## config.mk

```make
export PLATFORM = sky130hd
export DESIGN_NAME = delimited_string_unescaper_top
export DESIGN_NICKNAME = d
export VERILOG_FILES = /design/src/rtl/dsu_pkg.sv /design/src/rtl/dsu_decode.sv /design/src/rtl/delimited_string_unescaper_top.sv
export SDC_FILE = /design/constraint.sdc
export NUM_CORES = 1
export LEC_CHECK = 0
export BUFFER_PORTS_ARGS = -buffer_cell sky130_fd_sc_hd__buf_4
export CAP_MARGIN = 20
export CORE_MARGIN = 3
export CORE_UTILIZATION = 40
export CTS_CLUSTER_SIZE = 28
export DETAILED_ROUTE_END_ITERATION = 12
export GPL_TIMING_DRIVEN = 0
export PLACE_DENSITY = 0.69
export SYNTH_ARGS = -nofsm -noshare
export SYNTH_HDL_FRONTEND = slang
export SYNTH_HIERARCHICAL = 1
export SYNTH_SLANG_ARGS = --single-unit
```

## constraint.sdc

```tcl
create_clock -name clk -period 5.8 [get_ports clk]
set_input_delay 0 -clock clk [delete_from_list [all_inputs] [get_ports clk]]
set_output_delay 0 -clock clk [all_outputs]
set_load 0.005 [all_outputs]
```

## src/rtl/dsu_pkg.sv

```systemverilog
`timescale 1ns / 1ps
// ----------------------------------------------------------------------------
// dsu_pkg
// Shared types, constants and character helpers for the string unescaper.
// ----------------------------------------------------------------------------
package dsu_pkg;

	localparam int unsigned COUNT_MAX_DEFAULT = 32'd65535;
	localparam logic [7:0]  DELIM_RESET       = 8'h22;

	localparam logic [7:0] CH_BACKSLASH = 8'h5C;
	localparam logic [7:0] CH_X         = 8'h78;
	localparam logic [7:0] CH_A         = 8'h61;
	localparam logic [7:0] CH_B         = 8'h62;
	localparam logic [7:0] CH_F         = 8'h66;
	localparam logic [7:0] CH_N         = 8'h6E;
	localparam logic [7:0] CH_R         = 8'h72;
	localparam logic [7:0] CH_T         = 8'h74;
	localparam logic [7:0] CH_V         = 8'h76;

	typedef struct packed {
		logic        in_escape;
		logic        in_hex;
		logic        have_high_nibble;
		logic [3:0]  high_nibble;
		logic [15:0] consumed;
	} dsu_state_t;

	typedef struct packed {
		logic [7:0]  out_byte;
		logic        out_valid;
		logic        finished;
		logic        failed;
		logic [15:0] byte_count;
	} dsu_result_t;

	// Hex digit value; anything that is not a hex digit counts as zero.
	function automatic logic [3:0] hex_nibble(input logic [7:0] ch);
		logic [3:0] v;
		v = 4'd0;
		if (ch >= 8'h30 && ch <= 8'h39) begin
			v = ch[3:0];
		end else if ((ch >= 8'h41 && ch <= 8'h46) || (ch >= 8'h61 && ch <= 8'h66)) begin
			v = 4'(ch[2:0] + 3'd1) + 4'd8;
		end
		return v;
	endfunction

	// Single-character escapes; any other character stands for itself.
	function automatic logic [7:0] escape_char(input logic [7:0] ch);
		logic [7:0] v;
		case (ch)
			CH_A:    v = 8'd7;
			CH_B:    v = 8'd8;
			CH_F:    v = 8'd12;
			CH_N:    v = 8'd10;
			CH_R:    v = 8'd13;
			CH_T:    v = 8'd9;
			CH_V:    v = 8'd11;
			default: v = ch;
		endcase
		return v;
	endfunction

endpackage

```

## src/rtl/dsu_decode.sv

```systemverilog
`timescale 1ns / 1ps
// ----------------------------------------------------------------------------
// dsu_decode
// Next-state and result logic for one input word of the unescaper.
// ----------------------------------------------------------------------------
module dsu_decode #(
	parameter int unsigned COUNT_MAX = dsu_pkg::COUNT_MAX_DEFAULT
) (
	input  dsu_pkg::dsu_state_t  state,
	input  logic [7:0]           delimiter,
	input  logic [7:0]           in_byte,
	input  logic                 stream_end,
	output dsu_pkg::dsu_state_t  state_next,
	output dsu_pkg::dsu_result_t result
);
	import dsu_pkg::*;

	localparam logic [15:0] CountLimit =
		(COUNT_MAX < 32'd65535) ? 16'(COUNT_MAX) : 16'hFFFF;

	logic [15:0] count_inc;
	logic [3:0]  nib;

	assign count_inc = (state.consumed < CountLimit) ? state.consumed + 16'd1
		: state.consumed;
	assign nib = hex_nibble(in_byte);

	always_comb begin
		state_next = state;
		result     = '0;
		if (stream_end) begin
			result.finished = 1'b1;
			result.failed   = 1'b1;
			state_next      = '0;
		end else begin
			state_next.consumed = count_inc;
			if (state.in_escape) begin
				if (state.in_hex) begin
					if (state.have_high_nibble) begin
						result.out_byte  = {state.high_nibble, nib};
						result.out_valid = 1'b1;
						state_next.in_escape        = 1'b0;
						state_next.in_hex           = 1'b0;
						state_next.have_high_nibble = 1'b0;
						state_next.high_nibble      = 4'd0;
					end else begin
						state_next.high_nibble      = nib;
						state_next.have_high_nibble = 1'b1;
					end
				end else if (in_byte == CH_X) begin
					state_next.in_hex = 1'b1;
				end else begin
					result.out_byte      = escape_char(in_byte);
					result.out_valid     = 1'b1;
					state_next.in_escape = 1'b0;
				end
			end else if (in_byte == CH_BACKSLASH) begin
				state_next.in_escape = 1'b1;
			end else if (in_byte == delimiter) begin
				result.finished   = 1'b1;
				result.byte_count = count_inc;
				state_next        = '0;
			end else begin
				result.out_byte  = in_byte;
				result.out_valid = 1'b1;
			end
		end
	end

endmodule

```

## src/rtl/delimited_string_unescaper_top.sv

```systemverilog
`timescale 1ns / 1ps
// ----------------------------------------------------------------------------
// delimited_string_unescaper_top
// Decodes escape sequences of a quoted string, one result word per input word.
// ----------------------------------------------------------------------------
// Output: the result word is registered and is on the outputs in the cycle after input acceptance.
// Throughput: one word per cycle; the single result register is refilled in
// the cycle it is drained, so only result backpressure slows the block.
// Reset: arst_n clears the string state and the result valid flag and loads
// the delimiter with 34 (double quote).
module delimited_string_unescaper_top #(
	parameter int unsigned COUNT_MAX = dsu_pkg::COUNT_MAX_DEFAULT
) (
	input  logic        clk,
	input  logic        arst_n,
	input  logic        cfg_we,
	input  logic [7:0]  cfg_wdata,
	input  logic        in_valid,
	output logic        in_ready,
	input  logic [7:0]  in_byte,
	input  logic        stream_end,
	output logic        result_valid,
	input  logic        result_ready,
	output logic [7:0]  out_byte,
	output logic        out_valid,
	output logic        finished,
	output logic        failed,
	output logic [15:0] byte_count
);
	import dsu_pkg::*;

	logic [7:0]  delimiter_q;
	dsu_state_t  state_q;
	dsu_state_t  state_next;
	dsu_result_t result_next;
	dsu_result_t result_q;
	logic        result_valid_q;
	logic        accept;

	assign in_ready = !result_valid_q || result_ready;
	assign accept   = in_valid && in_ready;

	dsu_decode #(
		.COUNT_MAX(COUNT_MAX)
	) u_decode (
		.state      (state_q),
		.delimiter  (delimiter_q),
		.in_byte    (in_byte),
		.stream_end (stream_end),
		.state_next (state_next),
		.result     (result_next)
	);

	always_ff @(posedge clk or negedge arst_n) begin
		if (!arst_n) begin
			delimiter_q <= DELIM_RESET;
		end else if (cfg_we) begin
			delimiter_q <= cfg_wdata;
		end
	end

	always_ff @(posedge clk or negedge arst_n) begin
		if (!arst_n) begin
			state_q        <= '0;
			result_valid_q <= 1'b0;
		end else begin
			if (accept) begin
				state_q        <= state_next;
				result_valid_q <= 1'b1;
			end else if (result_ready) begin
				result_valid_q <= 1'b0;
			end
		end
	end

	// The result word holds its value until it is taken.
	always_ff @(posedge clk) begin
		if (accept) begin
			result_q <= result_next;
		end
	end

	assign result_valid = result_valid_q;
	assign out_byte     = result_q.out_byte;
	assign out_valid    = result_q.out_valid;
	assign finished     = result_q.finished;
	assign failed       = result_q.failed;
	assign byte_count   = result_q.byte_count;

endmodule
```

* Word-level counts from Yosys, hierarchy flattened
Index checks and enable logic that the tools add are counted.
** Word-level totals
- Register bits :: 59
- Input port bits :: 22
- Output and inout port bits :: 29
- Logic and storage cells :: 73
** Cells by class
- Add/sub/neg operators :: 3
- Order comparisons :: 7
- Equality and inequality tests :: 12
- Multiplexer cells :: 26
- Bitwise logic cells :: 1
- Reductions and logical operators :: 12
** Operators by type and width (count)
- == test 8 x 7 -> 1 bit (second input constant) :: 9
- one-hot mux 8 bit (7 select lines) :: 1
- two-way mux 9 bit :: 5
- two-way mux 22 bit :: 2
- two-way mux 16 bit :: 2
- two-way mux 23 bit :: 1
- adder 16 x 1 -> 16 bit (second input constant) :: 1
- greater-or-equal comparator 8 x 7 -> 1 bit (second input constant) :: 2
- less-or-equal comparator 8 x 7 -> 1 bit (second input constant) :: 2
- < comparator 16 bit (second input constant) :: 1
- two-way mux 10 bit :: 1
- two-way mux 5 bit :: 2
- == test 8 bit :: 1
- greater-or-equal comparator 8 x 6 -> 1 bit (second input constant) :: 1
- less-or-equal comparator 8 x 6 -> 1 bit (second input constant) :: 1
- two-way mux 4 bit :: 2
- two-way mux 1 bit :: 7
- two-way mux 7 bit :: 1
- != test 3 bit (second input constant) :: 2
- adder 3 x 1 -> 4 bit (second input constant) :: 1
- adder 4 bit (second input constant) :: 1
- logical AND 1 bit :: 4
- two-way mux 2 bit :: 2
- AND reduction 4 bit :: 1
- 7 further kinds :: 8

* Logic depth before layout (Yosys ltp)
- Depth in word-level cells :: 9
- Depth in mapped cells :: 8
- Mapped depth without buffers :: 8

* By module
Netlist, hierarchy kept.
** By module, submodules not included
- delimited_string_unescaper_top :: instances 1, cells an instance 97, area each 2097.0 µm², seq. area each 1614.0 µm²
- dsu_decode :: instances 1, cells an instance 230, area each 1432.6 µm², seq. area each 0.0 µm²

* Worst setup path after synthesis
No wires, ideal clock.
- Path kind :: flip-flop to flip-flop
- Start point :: register delimiter_q[1]
- End point :: register state_q[12] in the netlist's numbering
- Library setup time :: 125 ps
- Data arrival time :: 1850 ps
- Data required time :: 5675 ps
- Slack :: 3825 ps
- Stages on the path, launching flop included :: 8
- Path buffers :: 1
- Period minus slack after synthesis :: 1975 ps
- Cells stage by stage :: dfstp_2 > xor2_1 > nor4_2 > nand2_2 > o31ai_4 > buf_4 > nor2_1 > mux2_4
** RTL lines
- start: declaration :: RTL line delimited_string_unescaper_top.sv:32 : logic [7:0] delimiter_q;
- start signal: assignment :: RTL line delimited_string_unescaper_top.sv:58 : delimiter_q <= cfg_wdata;
- end signal: assignment :: RTL line delimited_string_unescaper_top.sv:68 : state_q <= state_next;
- end: declaration :: RTL line delimited_string_unescaper_top.sv:33 : dsu_state_t state_q;

==> results.cfg <==
[outcome]
status = completed

[die]
die_area_um2 = 9987
rows = 33
start_util_pct = 42.11
core_um2 = 8382
dieHeight_um = 99.94
fp.dieW_um = 99.94
io_pins = 51

[placement]
port-buffer-count = 46
place_ws_ps = 3595
place_congestion = 0.9348
placed_cells = 478
place_hpwl_mm = 5.706

[cts]
tritoncts = built
cts_buffers = 9
htree_levels = 3
clkLatencyLatePin_ps = 330
cts_root_buffer = clkbuf_8
cts_max_path_buffers = 2
clock_sinks = 59
post_cts_resized = 0
clk_pin_slew_worst_paths_ps = 60

[logic_synthesis]
yosys.cell_count.top_type = nor2_1
synth_warnings = 6
ys.flop_type = dfrtp_1
yosysSeqAreaShare_pct = 45.73
synth_seq_cells = 59
synth_area_per_cell_um2 = 10.79
syn-instance-count = 327
yosys-top-cells-area = edfxtp_1, dfrtp_1, mux2_4
synth_largest_area_cell = edfxtp_1
synthArstFlopShare_pct = 54.24
syn_area_um2 = 3530
synth_nets = 355
synth_top_area_share_pct = 22.97
synth_edf_count = 27
netlist_top_cells_count = nor2_1, dfrtp_1, edfxtp_1
ys_types = 64

[global_route]
grt_start_max_net_pins = 33
grt_pass1_wl_mm = 13.32
grt_pass1_vias = 2688
antenna_found_initial = 0
grt.total_usage_pct = 16.98
grt-ovfl-total = 0

[setup_path]
reg2reg_to = state_q[0]$_DFFE_PN0P_
crit_start = state_q[0]$_DFFE_PN0P_
path_delay_family = simple AND/OR/NAND/NOR gates
critPathRequiredTime_ps = 6020
crit_path_end = state_q[0]$_DFFE_PN0P_
worst-path-stages = 8
rr_startpoint = state_q[0]$_DFFE_PN0P_
startpoint_type = register
cp.arrival_ps = 2440
reg2reg_slack_ps = 3580
worst_setup_path_end_kind = register
path_common_cell = nand2_1
worstSetupPathType = register to register
cp_slowest_stage_delay_ps = 410
path_max_fanout = 10
r2r_cells = 8
crit_buf_inv = 1
crit_chain = ha_1 > nand2_1 > nor4_1 > buf_2 > nand2_1 > xnor2_1 > nor2_1 > mux2_4
slowest_stage = dfrtp_1

[power_and_ir_drop]
vdd_ir_drop_max_v = 0.0001306
power_leakage_uw = 0.001815
power.density_nw_per_um2 = 218.8

[detailed_routing]
antenna_left = 0
vias = 2725
drt_iter0_markers = 139
drt-pass1-iter-count = 4
post_drt_via_cell_ratio = 5.375
drc = 0
wl_mm = 8.005
wl_per_cell_um = 15.79

[sta]
fin_skew_ps = 7.147
finalCritPeriodShare_pct = 38.27
rsz0062_at_grt = no
tightest_slew_ps = 577.3
setup_ws_ps = 3580
hold_violations = 0
timing.slew.headroom_pct = 61.19
setup-tns-final_ps = 0
fmax_mhz = 450.5
min_period_ps = 2220
drv_slew = 0
setup_viol_count_final = 0

[job]
drv_cap = 0

[final_layout]
drive_above_1_share_pct = 30.10
final_cells = 507
n_antenna_cell = 0
nNetsFinal = 425
nFillCells = 773
syn_to_final_growth_pct = 22.62

[hold_path]
hold_class = input port to register
-- kinds of logic after synthesis --
kind of cell    synth area share, %
buf+inv                       3.935
compound gates                12.73
flops                         45.73
fa+ha+maj                     2.127
xor+xnor                      5.211
mux                           13.15
simple gates                  17.12
-- registers in the layout, indices dropped and copies added, names as in the netlist --
signal,cells
finished,1
failed,1
state_q,23
byte_count,16
out_byte,8
result_valid,1
out_valid,1
delimiter_q,8
-- worst min-delay path by stage --
| stage | startpoint | to | slack (ps) | cells after the start |
|---|---|---|---|---|
| 2_1_floorplan | arst_n | delimiter_q[0]$_DFFE_PN0P_ | -300 | 0 |
| 3_3_place_gp | arst_n | delimiter_q[2]$_DFFE_PN0P_ | -40 | 1 |
| 3_5_place_dp | arst_n | delimiter_q[3]$_DFFE_PN0P_ | -40 | 1 |
| 4_1_cts | cfg_we | delimiter_q[6]$_DFFE_PN0P_ | 50 | 2 |
| 5_1_grt | cfg_we | delimiter_q[6]$_DFFE_PN0P_ | 60 | 2 |
| 6_report | cfg_we | delimiter_q[6]$_DFFE_PN0P_ | 60 | 2 |
-- worst register-to-register path: stages (launching register included) --
cell and delay [ps]:
dfrtp_1 410, ha_1 210, nand2_1 110, nor4_1 360
buf_2 300, nand2_1 140, xnor2_1 250, nor2_1 60
mux2_4 260
-- report_power, final --
group | internal (uW) | leakage [uW] | switching, uW
clock network | 176 | 0.0000932 | 152
registers | 461 | 0.000687 | 13.7
logic | 72.6 | 0.00103 | 71.0
-- layout by cell type, fill, tap and decap left out, types with 12 or more instances in the layout --
master / n
mux2_4: 19
nand2_1: 18
dlygate4sd3_1: 12
a21oi_1: 15
edfxtp_1: 27
nor2_1: 47
buf_4: 49
xor2_1: 12
mux2_2: 14
dfrtp_1: 30
-- stage by stage --
| step | hold WS, ps | total power (uW) | util (%) | cell area (um2) |
|---|---|---|---|---|
| after floorplan | -295.6 | 563.9 | - | 3530 |
| after global placement | -36.33 | 612.8 | 47.80 | 4006 |
| after detailed placement | -36.66 | 617.3 | 47.80 | 4006 |
| after CTS | 47.30 | 954.1 | 51.31 | 4300 |
| after global routing | 59.94 | 991.6 | 51.63 | 4328 |
| final | 61.10 | 947.1 | 51.63 | 4328 |
-- layout make-up --
cell class | count | area, um2 | share of cell area (%)
repair buffers | 59 | 493.0 | 11.39
multi-input cells | 240 | 1777 | 41.05
inverters | 11 | 41.29 | 0.9540
well taps | 105 | 131.4 | 3.036
clock buffers | 13 | 158.9 | 3.672
clock inverters | 3 | 15.01 | 0.3469
plain buffers | 17 | 97.59 | 2.255
flip-flops and latches | 59 | 1614 | 37.29
-- per-layer routing --
metal	GRT usage (%)	vias up	wire length [um]
li1	-	1332	-
met1	24.28	1294	3810
met2	25.24	92	3600
met3	3.961	7	491
met4	5.987	0	102
met5	0	-	0
-- what timing repair did --
| action | 4_1_cts | 5_1_grt |
|---|---|---|
| hold buffers | 12 | 0 |
| hold endpoints to repair | 42 | 0 |
| setup buffers | 0 | 0 |
(Power assumes the default switching activity.)
